--- src/rtl/dhs_pkg.sv ---
// Package for the dual hash seal engine: constants, queue word type and
// the shift-add form of the FNV-1a 64 multiply. No dependencies.
package dhs_pkg;

   localparam logic [63:0] DJB_START = 64'd5381;
   localparam logic [63:0] FNV_BASIS = 64'd14695981039346656037;

   // Depth of the queue between front and back.
   localparam int QUEUE_DEPTH = 4;
   localparam int QPTR_W      = $clog2(QUEUE_DEPTH);
   localparam int QCNT_W      = $clog2(QUEUE_DEPTH + 1);

   typedef enum logic [0:0] {
      OP_ABSORB = 1'b0,
      OP_FINISH = 1'b1
   } op_type;

   typedef struct packed {
      op_type      op;
      logic [63:0] operand;
   } entry_type;

   // The FNV prime is 2^40 + 2^8 + 0xB3, so the product is a sum of shifts.
   function automatic logic [63:0] fnv_mul(input logic [63:0] x);
      fnv_mul = (x << 40) + (x << 8) + (x << 7) + (x << 5) + (x << 4)
              + (x << 1) + x;
   endfunction

endpackage

--- src/rtl/dhs_req_if.sv ---
// Request channel of the dual hash seal engine: valid, ready and one
// input word. Depends on nothing.
interface dhs_req_if;
   logic        valid;
   logic        ready;
   logic        command;
   logic [7:0]  data_byte;
   logic [63:0] timestamp;

   modport source (output valid, command, data_byte, timestamp, input ready);
   modport sink   (input valid, command, data_byte, timestamp, output ready);
endinterface

--- src/rtl/dhs_rsp_if.sv ---
// Response channel of the dual hash seal engine: valid, ready and the three
// seal words. Depends on nothing.
interface dhs_rsp_if;
   logic        valid;
   logic        ready;
   logic [63:0] seal_low;
   logic [63:0] seal_mid;
   logic [63:0] seal_high;

   modport source (output valid, seal_low, seal_mid, seal_high, input ready);
   modport sink   (input valid, seal_low, seal_mid, seal_high, output ready);
endinterface

--- src/rtl/dhs_front.sv ---
// Front end: takes request words and turns each into a queue word that
// tells the back end what to do. Depends on dhs_pkg and dhs_req_if.
module dhs_front
   import dhs_pkg::*;
(
   dhs_req_if.sink   req_ch,
   input  logic      queue_full,
   output logic      push,
   output entry_type push_entry
);

   assign req_ch.ready = !queue_full;
   assign push         = req_ch.valid && !queue_full;

   always_comb begin
      if (req_ch.command) begin
         push_entry.op      = OP_FINISH;
         push_entry.operand = req_ch.timestamp;
      end else begin
         push_entry.op      = OP_ABSORB;
         push_entry.operand = {56'd0, req_ch.data_byte};
      end
   end

endmodule

--- src/rtl/dhs_queue.sv ---
// Short first-in first-out queue of classified words between the front
// and back ends. Depends on dhs_pkg.
module dhs_queue
   import dhs_pkg::*;
(
   input  logic      clock,
   input  logic      reset,
   input  logic      push,
   input  entry_type push_entry,
   output logic      full,
   output logic      head_valid,
   output entry_type head_entry,
   input  logic      pop
);

   entry_type         store_ff [QUEUE_DEPTH];
   logic [QPTR_W-1:0] wr_ptr_ff, wr_ptr_in;
   logic [QPTR_W-1:0] rd_ptr_ff, rd_ptr_in;
   logic [QCNT_W-1:0] count_ff, count_in;

   assign full       = (count_ff == QCNT_W'(QUEUE_DEPTH));
   assign head_valid = (count_ff != '0);
   assign head_entry = store_ff[rd_ptr_ff];

   always_comb begin
      wr_ptr_in = wr_ptr_ff;
      rd_ptr_in = rd_ptr_ff;
      count_in  = count_ff;
      if (push) begin
         wr_ptr_in = (wr_ptr_ff == QPTR_W'(QUEUE_DEPTH - 1)) ? '0 : wr_ptr_ff + 1'b1;
      end
      if (pop) begin
         rd_ptr_in = (rd_ptr_ff == QPTR_W'(QUEUE_DEPTH - 1)) ? '0 : rd_ptr_ff + 1'b1;
      end
      if (push && !pop) begin
         count_in = count_ff + 1'b1;
      end else if (pop && !push) begin
         count_in = count_ff - 1'b1;
      end
   end

   always_ff @(posedge clock) begin
      if (reset) begin
         wr_ptr_ff <= '0;
         rd_ptr_ff <= '0;
         count_ff  <= '0;
      end else begin
         wr_ptr_ff <= wr_ptr_in;
         rd_ptr_ff <= rd_ptr_in;
         count_ff  <= count_in;
      end
   end

   always_ff @(posedge clock) begin
      if (push) begin
         store_ff[wr_ptr_ff] <= push_entry;
      end
   end

   a_no_overflow: assert property (@(posedge clock) disable iff (reset)
      full |-> !(push && !pop))
      else $error("queue written while full");

   a_no_underflow: assert property (@(posedge clock) disable iff (reset)
      pop |-> head_valid)
      else $error("queue read while empty");

   a_pointer_gap: assert property (@(posedge clock) disable iff (reset)
      (count_ff == '0) |-> (wr_ptr_ff == rd_ptr_ff))
      else $error("queue empty but pointers differ");

endmodule

--- src/rtl/dhs_back.sv ---
// Back end: runs the two hash chains on queued words and holds the seal in
// an output register until it is taken. Depends on dhs_pkg and dhs_rsp_if.
module dhs_back
   import dhs_pkg::*;
(
   input  logic      clock,
   input  logic      reset,
   input  logic      head_valid,
   input  entry_type head_entry,
   output logic      pop,
   dhs_rsp_if.source rsp_ch
);

   logic [63:0] djb_ff, djb_in;
   logic [63:0] fnv_ff, fnv_in;
   logic        rsp_valid_ff, rsp_valid_in;
   logic [63:0] seal_low_ff, seal_mid_ff, seal_high_ff;
   logic [63:0] fold_djb, fold_fnv;
   logic        load_seal;

   assign rsp_ch.valid     = rsp_valid_ff;
   assign rsp_ch.seal_low  = seal_low_ff;
   assign rsp_ch.seal_mid  = seal_mid_ff;
   assign rsp_ch.seal_high = seal_high_ff;

   assign fold_djb = djb_ff ^ head_entry.operand;
   assign fold_fnv = fnv_mul(fnv_ff ^ head_entry.operand);

   always_comb begin
      pop          = 1'b0;
      load_seal    = 1'b0;
      djb_in       = djb_ff;
      fnv_in       = fnv_ff;
      rsp_valid_in = rsp_valid_ff && !rsp_ch.ready;
      if (head_valid) begin
         case (head_entry.op)
            OP_ABSORB: begin
               pop    = 1'b1;
               djb_in = ((djb_ff << 5) + djb_ff) ^ head_entry.operand;
               fnv_in = fold_fnv;
            end
            OP_FINISH: begin
               // A seal waits here until the output register has room.
               if (!rsp_valid_ff || rsp_ch.ready) begin
                  pop          = 1'b1;
                  load_seal    = 1'b1;
                  rsp_valid_in = 1'b1;
                  djb_in       = DJB_START;
                  fnv_in       = FNV_BASIS;
               end
            end
            default: begin
               pop = 1'b0;
            end
         endcase
      end
   end

   always_ff @(posedge clock) begin
      if (reset) begin
         djb_ff       <= DJB_START;
         fnv_ff       <= FNV_BASIS;
         rsp_valid_ff <= 1'b0;
      end else begin
         djb_ff       <= djb_in;
         fnv_ff       <= fnv_in;
         rsp_valid_ff <= rsp_valid_in;
      end
   end

   always_ff @(posedge clock) begin
      if (load_seal) begin
         seal_low_ff  <= fold_djb;
         seal_mid_ff  <= fold_fnv;
         seal_high_ff <= fold_djb ^ fold_fnv;
      end
   end

   a_restart_after_seal: assert property (@(posedge clock) disable iff (reset)
      load_seal |=> (djb_ff == DJB_START) && (fnv_ff == FNV_BASIS))
      else $error("hashes did not restart after a seal");

   a_seal_xor: assert property (@(posedge clock) disable iff (reset)
      rsp_valid_ff |-> (seal_high_ff == (seal_low_ff ^ seal_mid_ff)))
      else $error("third seal word is not the XOR of the first two");

   a_no_seal_overwrite: assert property (@(posedge clock) disable iff (reset)
      load_seal |-> (!rsp_valid_ff || rsp_ch.ready))
      else $error("pending seal overwritten");

endmodule

--- src/rtl/dual_hash_seal_engine.sv ---
// Dual hash seal engine. Each request word either absorbs one message byte
// into a djb2-style hash (times 33, then XOR) and an FNV-1a 64 hash, or
// finishes the message: the timestamp is XORed into both hashes, the FNV
// hash gets one more multiply, and one response word carries the two hashes
// and their XOR, after which both hashes restart. The engine takes one
// request word per cycle while the queue is not full; the FNV multiply is a
// fixed sum of shifts, so each hash update is combinational. A four-word
// queue sits between request acceptance and the hash unit, and the seal sits
// in an output register, so requests keep flowing while a seal waits. Only a
// finish word blocks the hash unit, and only while the previous seal has not
// been taken. An accepted finish word is held in the queue, and its seal then
// in the output register, before the seal appears on the response port.
module dual_hash_seal_engine
   import dhs_pkg::*;
(
   input  logic      clock,
   input  logic      reset,
   dhs_req_if.sink   req_ch,
   dhs_rsp_if.source rsp_ch
);

   logic      queue_full;
   logic      push;
   entry_type push_entry;
   logic      head_valid;
   entry_type head_entry;
   logic      pop;

   dhs_front u_front (
      .req_ch     (req_ch),
      .queue_full (queue_full),
      .push       (push),
      .push_entry (push_entry)
   );

   dhs_queue u_queue (
      .clock      (clock),
      .reset      (reset),
      .push       (push),
      .push_entry (push_entry),
      .full       (queue_full),
      .head_valid (head_valid),
      .head_entry (head_entry),
      .pop        (pop)
   );

   dhs_back u_back (
      .clock      (clock),
      .reset      (reset),
      .head_valid (head_valid),
      .head_entry (head_entry),
      .pop        (pop),
      .rsp_ch     (rsp_ch)
   );

endmodule

--- src/flat_wrapper.sv ---
// flat-port wrapper written by rule: the top's interface ports become plain ports
module dual_hash_seal_engine_flat import dhs_pkg::*;
  (clock, reset, req_ch_valid, req_ch_command, req_ch_data_byte, req_ch_timestamp, req_ch_ready, rsp_ch_valid, rsp_ch_seal_low, rsp_ch_seal_mid, rsp_ch_seal_high, rsp_ch_ready);
  dhs_req_if req_ch_i ();
  dhs_rsp_if rsp_ch_i ();
  input  logic clock;
  input  logic reset;
  input wire logic [$bits(req_ch_i.valid)-1:0] req_ch_valid;
  input wire logic [$bits(req_ch_i.command)-1:0] req_ch_command;
  input wire logic [$bits(req_ch_i.data_byte)-1:0] req_ch_data_byte;
  input wire logic [$bits(req_ch_i.timestamp)-1:0] req_ch_timestamp;
  output wire logic [$bits(req_ch_i.ready)-1:0] req_ch_ready;
  output wire logic [$bits(rsp_ch_i.valid)-1:0] rsp_ch_valid;
  output wire logic [$bits(rsp_ch_i.seal_low)-1:0] rsp_ch_seal_low;
  output wire logic [$bits(rsp_ch_i.seal_mid)-1:0] rsp_ch_seal_mid;
  output wire logic [$bits(rsp_ch_i.seal_high)-1:0] rsp_ch_seal_high;
  input wire logic [$bits(rsp_ch_i.ready)-1:0] rsp_ch_ready;
  assign req_ch_i.valid = req_ch_valid;
  assign req_ch_i.command = req_ch_command;
  assign req_ch_i.data_byte = req_ch_data_byte;
  assign req_ch_i.timestamp = req_ch_timestamp;
  assign req_ch_ready = req_ch_i.ready;
  assign rsp_ch_valid = rsp_ch_i.valid;
  assign rsp_ch_seal_low = rsp_ch_i.seal_low;
  assign rsp_ch_seal_mid = rsp_ch_i.seal_mid;
  assign rsp_ch_seal_high = rsp_ch_i.seal_high;
  assign rsp_ch_i.ready = rsp_ch_ready;
  dual_hash_seal_engine u_core (.clock(clock), .reset(reset), .req_ch(req_ch_i), .rsp_ch(rsp_ch_i));
endmodule
--- config.mk ---
export PLATFORM = sky130hd
export DESIGN_NAME = dual_hash_seal_engine_flat
export DESIGN_NICKNAME = d
export VERILOG_FILES = /design/src/rtl/dhs_pkg.sv /design/src/rtl/dhs_req_if.sv /design/src/rtl/dhs_rsp_if.sv /design/src/rtl/dhs_front.sv /design/src/rtl/dhs_queue.sv /design/src/rtl/dhs_back.sv /design/src/rtl/dual_hash_seal_engine.sv /design/src/flat_wrapper.sv
export SDC_FILE = /design/constraint.sdc
export NUM_CORES = 1
export LEC_CHECK = 0
export BUFFER_PORTS_ARGS = -buffer_cell sky130_fd_sc_hd__buf_4
export CAP_MARGIN = 20
export CORE_MARGIN = 2
export CORE_UTILIZATION = 46
export CTS_BUF_LIST = sky130_fd_sc_hd__clkbuf_8 sky130_fd_sc_hd__clkbuf_16
export CTS_CLUSTER_SIZE = 25
export DETAILED_ROUTE_END_ITERATION = 16
export PLACE_DENSITY = 0.71
export SETUP_SLACK_MARGIN = 0.15
export SLEW_MARGIN = 0
export SYNTH_ARGS = -nofsm -noshare
export SYNTH_HDL_FRONTEND = slang
export SYNTH_SLANG_ARGS = --single-unit
--- constraint.sdc ---
create_clock -name clock -period 19.6 [get_ports clock]
set_input_delay 3.92 -clock clock [delete_from_list [all_inputs] [get_ports clock]]
set_output_delay 3.92 -clock clock [all_outputs]
set_load 0.01 [all_outputs]
==> results of run 1 <==
[final cells by class]
cell class,count,area (um^2)
clock buffer,61,1504
timing repair buffer,306,2297
tap,1040,1301
fill,6638,36340
clock inverter,49,470.5
inverter,169,634.4
sequential,590,16340
multi-input combinational,2110,18830
[state kept, by name (all words and copies together), names as in the netlist, named ones only]
signal and cells:
u_core.u_queue.store_ff 260, u_core.u_back.djb_ff 64, u_core.u_back.fnv_ff 64, u_core.u_back.rsp_ch.seal_high 64, u_core.u_back.rsp_ch.seal_low 64, u_core.u_back.rsp_ch.seal_mid 64
u_core.u_queue.count_ff 3, u_core.u_queue.rd_ptr_ff 2, u_core.u_queue.wr_ptr_ff 2, u_core.u_back.rsp_ch.valid 1
[cell families (layout without fill, tap and decap cells)]
| kind of cell | Yosys count | count (layout) |
|---|---|---|
| flops | 590 | 590 |
| compound gates | 582 | 582 |
| simple gates | 544 | 544 |
| xor+xnor | 492 | 492 |
| fa+ha+maj | 417 | 417 |
| buf+inv | 293 | 585 |
| mux | 75 | 75 |
[final timing paths]
kind | start | end | slack (ns) | cells past startpoint
max | flop | u_core.u_back.rsp_ch.seal_high[52]$_DFFE_PP_ | 11.02 | 19
min | u_core.u_queue.rd_ptr_ff[1]$_SDFFE_PP0P_ | flop | 0.47 | 2
max reg2reg | flop | u_core.u_back.rsp_ch.seal_high[52]$_DFFE_PP_ | 11.02 | 19
min reg2reg | u_core.u_queue.rd_ptr_ff[1]$_SDFFE_PP0P_ | flop | 0.47 | 2
[cells in the mapped netlist, types with 21 or more instances]
| master | n | area [um^2] |
|---|---|---|
| sky130_fd_sc_hd__a21o_1 | 94 | 705.7 |
| sky130_fd_sc_hd__a21oi_1 | 207 | 1036 |
| sky130_fd_sc_hd__and2_1 | 66 | 412.9 |
| sky130_fd_sc_hd__buf_2 | 21 | 105.1 |
| sky130_fd_sc_hd__clkbuf_1 | 93 | 349.1 |
| sky130_fd_sc_hd__dfxtp_1 | 138 | 2763 |
| sky130_fd_sc_hd__edfxtp_1 | 452 | 13570 |
| sky130_fd_sc_hd__fa_1 | 178 | 3563 |
| sky130_fd_sc_hd__ha_1 | 211 | 2640 |
| sky130_fd_sc_hd__inv_1 | 162 | 608.1 |
| sky130_fd_sc_hd__maj3_1 | 28 | 280.3 |
| sky130_fd_sc_hd__mux4_2 | 65 | 1464 |
| sky130_fd_sc_hd__nand2_1 | 167 | 626.9 |
| sky130_fd_sc_hd__nand3_1 | 95 | 475.5 |
| sky130_fd_sc_hd__nand4_1 | 30 | 187.7 |
| sky130_fd_sc_hd__nor2_1 | 96 | 360.4 |
| sky130_fd_sc_hd__o21ai_0 | 97 | 485.5 |
| sky130_fd_sc_hd__o21bai_1 | 29 | 217.7 |
| sky130_fd_sc_hd__xnor2_1 | 242 | 2120 |
| sky130_fd_sc_hd__xor2_1 | 248 | 2172 |
[through the flow]
step	hold slack [ns]	worst slack (ns)	instances	util (%)	instance area, um^2
floorplan	0.4446	9.860	2993	-	36250
global placement	0.4560	11.15	4215	50.70	39400
detailed placement	0.4621	11.06	4215	50.70	39400
CTS	0.4695	11.05	4325	53.24	41380
global route	0.4849	10.55	4325	53.24	41380
finish	0.4705	11.02	4325	53.24	41380
[worst register-to-register path, cell delays in order (launching register included)]
cell                       delay (ns)
sky130_fd_sc_hd__dfxtp_4         0.63
sky130_fd_sc_hd__buf_4           0.73
sky130_fd_sc_hd__mux4_2          0.70
sky130_fd_sc_hd__xnor2_1         0.80
sky130_fd_sc_hd__clkinv_1        0.54
sky130_fd_sc_hd__fa_1            0.61
sky130_fd_sc_hd__fa_1            0.57
sky130_fd_sc_hd__fa_1            0.42
sky130_fd_sc_hd__ha_1            0.29
sky130_fd_sc_hd__ha_1            0.38
sky130_fd_sc_hd__a21o_1          0.21
sky130_fd_sc_hd__a21o_1          0.18
sky130_fd_sc_hd__a221oi_1        0.22
sky130_fd_sc_hd__o21ai_0         0.19
sky130_fd_sc_hd__o21ai_0         0.30
sky130_fd_sc_hd__a21oi_1         0.17
sky130_fd_sc_hd__o21ai_0         0.48
sky130_fd_sc_hd__o211ai_1        0.19
sky130_fd_sc_hd__xor2_1          0.55
sky130_fd_sc_hd__xor2_1          0.14
[layer usage]
metal  GRT usage (%)  share of wire, %  vias up
met3           3.748               7.4      176
met2           37.34                44      956
met1           35.73                45    12290
li1                -                 -    11200
met5               0                 0        -
met4           7.987               3.5        0
==> impl_metrics.toml, run 1 <==
[synthesis]
muxShareOfSynthArea_pct = 4.342
yosys_warnings = 0
synth.cell_area_um2 = 36250
synth_compound_area_share_pct = 10.38
synth_instances = 2993
synth_top_family_by_area = "adder cells"
yosysSeqAreaShare_pct = 45.06
synth_net_count = 3459
synth_xor_area_share_pct = 11.95
synth_area_per_cell_um2 = 12.11
synth_flop_cell = "sky130_fd_sc_hd__edfxtp_1"
simple_gate_portion_of_the_synthesized_area_pct = 7.269
synth_enable_flop_cells = 452
synth_adder_area_share_pct = 17.89
ys_seq_elements = 590
synth_cell_types = 85
synth_async_sr_flop_share_pct = 0

[grt]
largest_net_degree_at_the_start_of_global_routing = 86
first_global_vias = 23990
grt-ovfl-total = 0
grt_pass1_wl_um = 150100
global_route.usage.total_pct = 24.45
antenna_found_initial = 0

[floorplan]
die_x_um = 284.7
floorplan.die.height_um = 284.7
initial_core_util_pct = 46.64
io-pin-count = 271
die-area_um2 = 81070
core_ar_um2 = 77720
placementRows = 102

[route]
vias = 24630
detail_route.wirelength_um = 100700
first_pass_iters = 6
avgRoutedWirePerCell_um = 23.27
antenna_left = 0
drc = 0
first_iter_violations = 2199
drt-vias-per-instance = 5.694

[setup_path]
cp_max_fo = 43
cell_with_the_largest_stage_delay_on_the_worst_path = "sky130_fd_sc_hd__xnor2_1"
path_class = "flop to flop"
cp_top_family = "adder cells"
critPathBufInv = 2
crit_arrival_ns = 8.95
worst_ep_required_time_ns = 19.96
timing.critical_path.to_type = "flop"
critical_path.startpoint_type = "flop"
crit_chain = "buf_4 -> mux4_2 -> xnor2_1 -> clkinv_1 -> fa_1 -> fa_1 -> fa_1 -> ha_1 -> ha_1 -> a21o_1 -> a21o_1 -> a221oi_1 -> o21ai_0 -> o21ai_0 -> a21oi_1 -> o21ai_0 -> o211ai_1 -> xor2_1 -> xor2_1"
timing.critical_path.slowest_cell_delay_ns = 0.79

[clock_tree]
cts-root-buf = "sky130_fd_sc_hd__clkbuf_16"
cts.clk_slew.worst_paths_ns = 0.07
htree_levels = 2
clock-sinks = 590
ctsResizeCount = 0
cts_tree = "yes"
cts_made_buffers = 59
post_cts_hold_buffer_count = 0
clk_path_buf_depth = 3
postCtsSetupBuffers = 0
clk-insertion-delay-late_ns = 0.64

[sta]
final_min_period_over_clock_period_pct = 43.79
timing.setup.tns_ns = 0
worstMarginPinSlew_ns = 1.106
clock-skew-final_ns = 0.02712
timing_hold_violations_final = 0
timing.final.setup_violations = 0
post-route-min-period_ns = 8.583
max-slew-margin-rel_pct = 26.26
grt_setup_unrepaired = "false"
peak_freq_ghz = 0.1165
maxSlewViolCount = 0

[layout]
nets = 3702
n_antenna_cell = 0
drive_gt1_share_pct = 15.80
layout_common_cells = "452 x sky130_fd_sc_hd__edfxtp_1, 306 x sky130_fd_sc_hd__buf_4, 245 x sky130_fd_sc_hd__xor2_1"
layout_commonest_cell = "sky130_fd_sc_hd__edfxtp_1"
syn2layout_area_growth_pct = 14.14

[status]
result_of_the_run = "finished clean"

[flow_run]
drv_cap = 0

[placement]
finalWeightedCongestion = 0.9806
port_buffers = 270
dp_hpwl_um = 75990

[worst_hold_path]
worstHoldPathType = "flop to flop"
Power of run 1 is not shown: default switching activity piles up to over one toggle a cycle in this logic, so the estimate is an artifact.
==> run 2: changes to the inputs <==
==> constraint.sdc (replaced) <==
create_clock -name clock -period 8.05 [get_ports clock]
set_input_delay 1.61 -clock clock [delete_from_list [all_inputs] [get_ports clock]]
set_output_delay 1.61 -clock clock [all_outputs]
set_load 0.01 [all_outputs]
==> run 2 against run 1 <==
Sequential share of layout area down 0.53 points. Global-route usage increased by 0.082 points. First-iteration DRC count up 4.7%. Critical path depth increased by 1. Worst hold slack better by 0.0030 ns. Wire length is 0.23% lower. Design area increased by 1.4%. Flip-flop and latch count unchanged. Die area unchanged. Register-to-register slack got worse by 10 ns. Setup slack worse by 10 ns. Critical path type unchanged. Largest cell class unchanged.
==> impl_metrics.toml, run 2 (synthesis results as in run 1) <==
[setup_path]
timing.reg2reg.worst_path_depth = 20
critical_path.startpoint_type = "flop"
path_class = "flop to flop"
timing.critical_path.to_type = "flop"
worst_ep_required_time_ns = 8.38
cp_max_fo = 15
crit_arrival_ns = 7.87

[layout]
largest-register = "u_core.u_queue.store_ff"
number_of_fill_cells_in_the_layout = 6540
utilization_after_layout_pct = 53.97
n_antenna_cell = 0
syn2layout_area_growth_pct = 15.71
layout_common_cells = "452 x sky130_fd_sc_hd__edfxtp_1, 346 x sky130_fd_sc_hd__buf_4, 248 x sky130_fd_sc_hd__xor2_1"
layout_commonest_cell = "sky130_fd_sc_hd__edfxtp_1"
multi_input_area_um2 = 18810
sequential_cell_area_um2 = 16340
drive_gt1_share_pct = 17.01
largest_reg_flops = 260
nets = 3751

[sta]
maxSlewViolCount = 0
max-slew-margin-rel_pct = 28.03
post-route-min-period_ns = 7.531
grt_setup_unrepaired = "false"
worstMarginPinSlew_ns = 1.072
timing.final.setup_violations = 0
timing.setup.tns_ns = 0
peak_freq_ghz = 0.1328
timing_hold_violations_final = 0
hold-worst-slack_ns = 0.4735
final_min_period_over_clock_period_pct = 93.56
clock-skew-final_ns = 0.02285

[clock_tree]
ctsResizeCount = 0
clock-sinks = 590
postCtsSetupBuffers = 0
htree_levels = 3
post_cts_hold_buffer_count = 0
cts_made_buffers = 66
cts-root-buf = "sky130_fd_sc_hd__clkbuf_16"
cts_tree = "yes"
clk_path_buf_depth = 3
clk-insertion-delay-late_ns = 0.62
cts.clk_slew.worst_paths_ns = 0.06

[floorplan]
die-area_um2 = 81070
io-pin-count = 271
die_x_um = 284.7
placementRows = 102
core_ar_um2 = 77720
floorplan.die.height_um = 284.7
initial_core_util_pct = 46.64

[placement]
finalWeightedCongestion = 0.9928
dp_hpwl_um = 75730
port_buffers = 270

[route]
avgRoutedWirePerCell_um = 22.93
drc = 0
first_iter_violations = 2303
detail_route.wirelength_um = 100400
antenna_left = 0
first_pass_iters = 6
vias = 24590
drt-vias-per-instance = 5.615

[flow_run]
drv_cap = 0

[grt]
grt_pass1_wl_um = 150400
first_global_vias = 24180
global_route.usage.total_pct = 24.53
largest_net_degree_at_the_start_of_global_routing = 90
grt-ovfl-total = 0
antenna_found_initial = 0

[worst_hold_path]
holdPathStages = 2
worstHoldPathType = "flop to flop"

[status]
result_of_the_run = "finished clean"
==> run 2: through the flow <==
step / instance area, um^2 / std cells / setup WS [ns]
4_1_cts: 41940 / 4378 / 0.5172
3_3_place_gp: 39710 / 4256 / 0.5559
6_report: 41950 / 4379 / 0.5187
5_1_grt: 41950 / 4379 / 0.1504
3_5_place_dp: 39710 / 4256 / 0.5705
2_1_floorplan: 36250 / 2993 / 0.6205
==> run 2: worst max-delay path: stages, from the launching register on <==
cell and delay, ns:
sky130_fd_sc_hd__dfxtp_4 0.54, sky130_fd_sc_hd__buf_4 0.33, sky130_fd_sc_hd__mux4_2 0.66, sky130_fd_sc_hd__xnor2_1 0.65, sky130_fd_sc_hd__inv_2 0.31, sky130_fd_sc_hd__xnor2_1 0.22
sky130_fd_sc_hd__ha_1 0.32, sky130_fd_sc_hd__fa_1 0.53, sky130_fd_sc_hd__fa_1 0.44, sky130_fd_sc_hd__ha_1 0.29, sky130_fd_sc_hd__ha_1 0.45, sky130_fd_sc_hd__and4_2 0.28
sky130_fd_sc_hd__and2b_1 0.18, sky130_fd_sc_hd__nand3_1 0.10, sky130_fd_sc_hd__o21ai_0 0.32, sky130_fd_sc_hd__o21ai_0 0.19, sky130_fd_sc_hd__a21oi_1 0.28, sky130_fd_sc_hd__o21ai_0 0.25
sky130_fd_sc_hd__o21ai_0 0.25, sky130_fd_sc_hd__xor2_1 0.53, sky130_fd_sc_hd__xor2_1 0.14
==> run 2: layout make-up <==
type,instances,area share (%)
well taps,1040,3.102
repair buffers,348,6.288
flip-flops and latches,590,38.96
inverters,169,1.512
multi-input cells,2110,44.84
clock inverters,45,0.8978
clock buffers,77,4.406
==> run 2: path summary, 6_finish.rpt <==
kind / startpoint / to / slack, ns
hold / removal: u_core.u_queue.rd_ptr_ff[1]$_SDFFE_PP0P_ / flop / 0.47
setup / recovery: flop / u_core.u_back.rsp_ch.seal_high[48]$_DFFE_PP_ / 0.52
setup reg to reg: flop / u_core.u_back.rsp_ch.seal_high[48]$_DFFE_PP_ / 0.52
hold reg to reg: u_core.u_queue.rd_ptr_ff[1]$_SDFFE_PP0P_ / flop / 0.47
==> run 2: layer usage <==
metal / GRT usage (%) / wire length, um / vias to the layer above
li1: - / - / 11310
met1: 35.72 / 45290 / 12250
met2: 37.36 / 44590 / 875
met3: 4.093 / 7502 / 150
met4: 8.039 / 3047 / 0
met5: 0 / 0 / -
Power of run 2 is left out for the same reason.
==> run 3: changes to the inputs <==
--- a/config.mk
+++ b/config.mk
@@ -12,7 +12,6 @@
 export CTS_BUF_LIST = sky130_fd_sc_hd__clkbuf_8 sky130_fd_sc_hd__clkbuf_16
 export CTS_CLUSTER_SIZE = 25
 export DETAILED_ROUTE_END_ITERATION = 16
-export PLACE_DENSITY = 0.71
 export SETUP_SLACK_MARGIN = 0.15
 export SLEW_MARGIN = 0
 export SYNTH_ARGS = -nofsm -noshare
==> run 3 against run 2 <==
First-iteration DRC count fell by 2.6%. Largest cell class unchanged. Count of clock-buffer cells in the layout shrank 7. Via count up 0.92%. Sequential share of layout area decreased by 0.17 points.
==> impl_metrics.toml, run 3 (synthesis results as in run 1) <==
[status]
result_of_the_run = "finished clean"

[clock_tree]
htree_levels = 3
cts_made_buffers = 67
cts-root-buf = "sky130_fd_sc_hd__clkbuf_16"
postCtsSetupBuffers = 0
clk_path_buf_depth = 3
cts_tree = "yes"
clk-insertion-delay-late_ns = 0.62
clock-sinks = 590
cts.clk_slew.worst_paths_ns = 0.06

[layout]
layout_common_cells = "452 x sky130_fd_sc_hd__edfxtp_1, 365 x sky130_fd_sc_hd__buf_4, 248 x sky130_fd_sc_hd__xor2_1"
largest_reg_flops = 260
largest-register = "u_core.u_queue.store_ff"
post_layout_nonfiller_instances = 4401
syn2layout_area_growth_pct = 16.23
layout_commonest_cell = "sky130_fd_sc_hd__edfxtp_1"
number_of_fill_cells_in_the_layout = 6588
drive_gt1_share_pct = 17.44
nets = 3771

[sta]
peak_freq_ghz = 0.1308
maxSlewViolCount = 0
max-slew-margin-rel_pct = 25.71
grt_setup_unrepaired = "false"
timing.setup.tns_ns = 0
timing_hold_violations_final = 0
post-route-min-period_ns = 7.644
clock-skew-final_ns = 0.02414
worstMarginPinSlew_ns = 1.106
final_min_period_over_clock_period_pct = 94.96
timing.final.setup_violations = 0

[grt]
grt-ovfl-total = 0
largest_net_degree_at_the_start_of_global_routing = 73
global_route.usage.total_pct = 26.52
antenna_found_initial = 1
first_global_vias = 24840
grt_pass1_wl_um = 159600

[floorplan]
placementRows = 102
die_x_um = 284.7
floorplan.die.height_um = 284.7
die-area_um2 = 81070
core_ar_um2 = 77720
initial_core_util_pct = 46.64
io-pin-count = 271

[route]
vias = 24810
first_pass_iters = 5
avgRoutedWirePerCell_um = 24.58
antenna_left = 0
drc = 0
first_iter_violations = 2242
detail_route.wirelength_um = 108200
drt-vias-per-instance = 5.638

[setup_path]
path_class = "flop to flop"
critical_path.startpoint_type = "flop"
timing.critical_path.to_type = "flop"
cp_top_family = "adder cells"
timing.critical_path.slowest_cell_delay_ns = 0.64
crit_arrival_ns = 7.99
worst_ep_required_time_ns = 8.39
cell_with_the_largest_stage_delay_on_the_worst_path = "sky130_fd_sc_hd__dfxtp_4"
crit_chain = "buf_12 -> mux4_2 -> xnor2_1 -> buf_4 -> inv_1 -> ha_1 -> xor2_1 -> fa_1 -> fa_1 -> ha_1 -> ha_1 -> o21a_1 -> a21oi_1 -> buf_4 -> o2bb2ai_1 -> o21ai_0 -> o21ai_0 -> a21oi_1 -> o21ai_1 -> o21ai_0 -> xor2_1 -> xor2_1"
critPathBufInv = 4
cp_max_fo = 21

[placement]
finalWeightedCongestion = 0.9482
dp_hpwl_um = 83290
port_buffers = 270
dp.cells = 4275

[flow_run]
drv_cap = 0

[worst_hold_path]
worstHoldPathType = "flop to flop"
run 3: cell count changes in the layout (fill, tap and decap cells not counted), sizes merged:
cell	delta
buf	+19
bufinv	+5
clkbuf	-7
clkinv	+7
clkinvlp	+3
diode	+1
inv	-6
run 3: routing by layer:
layer	vias up	share of wire, %	global-route usage [%]	wire [um]
met1	12480	47	39.45	50550
met2	849	43	39.39	46880
met5	-	0	0	0
met4	0	2.6	7.355	2831
li1	11370	-	-	-
met3	121	7.3	5.297	7922
run 3: worst register-to-register path, stage by stage, from the launching register on:
cell and delay [ns]:
sky130_fd_sc_hd__dfxtp_4 0.64, sky130_fd_sc_hd__buf_12 0.25, sky130_fd_sc_hd__mux4_2 0.60, sky130_fd_sc_hd__xnor2_1 0.58
sky130_fd_sc_hd__buf_4 0.30, sky130_fd_sc_hd__inv_1 0.06, sky130_fd_sc_hd__ha_1 0.32, sky130_fd_sc_hd__xor2_1 0.19
sky130_fd_sc_hd__fa_1 0.57, sky130_fd_sc_hd__fa_1 0.41, sky130_fd_sc_hd__ha_1 0.30, sky130_fd_sc_hd__ha_1 0.36
sky130_fd_sc_hd__o21a_1 0.21, sky130_fd_sc_hd__a21oi_1 0.27, sky130_fd_sc_hd__buf_4 0.17, sky130_fd_sc_hd__o2bb2ai_1 0.13
sky130_fd_sc_hd__o21ai_0 0.14, sky130_fd_sc_hd__o21ai_0 0.39, sky130_fd_sc_hd__a21oi_1 0.17, sky130_fd_sc_hd__o21ai_1 0.43
sky130_fd_sc_hd__o21ai_0 0.22, sky130_fd_sc_hd__xor2_1 0.54, sky130_fd_sc_hd__xor2_1 0.14
run 3: per-stage QoR:
| step | cell area, um^2 | setup slack [ns] | utilization [%] | hold slack [ns] |
|---|---|---|---|---|
| after floorplan | 36250 | 0.6205 | - | 0.4446 |
| after global placement | 39850 | -0.5919 | 51.27 | 0.4544 |
| after detailed placement | 39860 | 0.2416 | 51.28 | 0.4638 |
| after CTS | 42120 | 0.2125 | 54.19 | 0.4768 |
| after global routing | 42130 | 0.1707 | 54.21 | 0.5008 |
| final | 42130 | 0.4056 | 54.21 | 0.4716 |
run 3: layout make-up:
| cell class | count | area [um^2] | area share, % |
|---|---|---|---|
| clock buffers | 70 | 1729 | 4.104 |
| well taps | 1040 | 1301 | 3.088 |
| diodes | 1 | 2.502 | 0.005939 |
| flip-flops and latches | 590 | 16340 | 38.78 |
| multi-input cells | 2110 | 18820 | 44.66 |
| inverters | 169 | 634.4 | 1.506 |
| repair buffers | 367 | 2780 | 6.598 |
| clock inverters | 54 | 530.5 | 1.259 |
run 3: repair_timing:
action,in CTS,in global routing
resized for setup,0,2
endpoints found under the setup margin,0,4
hold buffers,0,0
run 3: worst paths after layout:
| path | start | end | slack (ns) | cells past startpoint |
|---|---|---|---|---|
| worst min register to register | u_core.u_back.fnv_ff[58]$_SDFFE_PP0P_ | u_core.u_back.fnv_ff[58]$_SDFFE_PP0P_ | 0.47 | 2 |
| worst max register to register | flop | u_core.u_back.rsp_ch.seal_high[48]$_DFFE_PP_ | 0.41 | 22 |
| worst min-delay path | u_core.u_back.fnv_ff[58]$_SDFFE_PP0P_ | u_core.u_back.fnv_ff[58]$_SDFFE_PP0P_ | 0.47 | 2 |
| worst max-delay path | flop | u_core.u_back.rsp_ch.seal_high[48]$_DFFE_PP_ | 0.41 | 22 |
Power of run 3 is left out for the same reason.
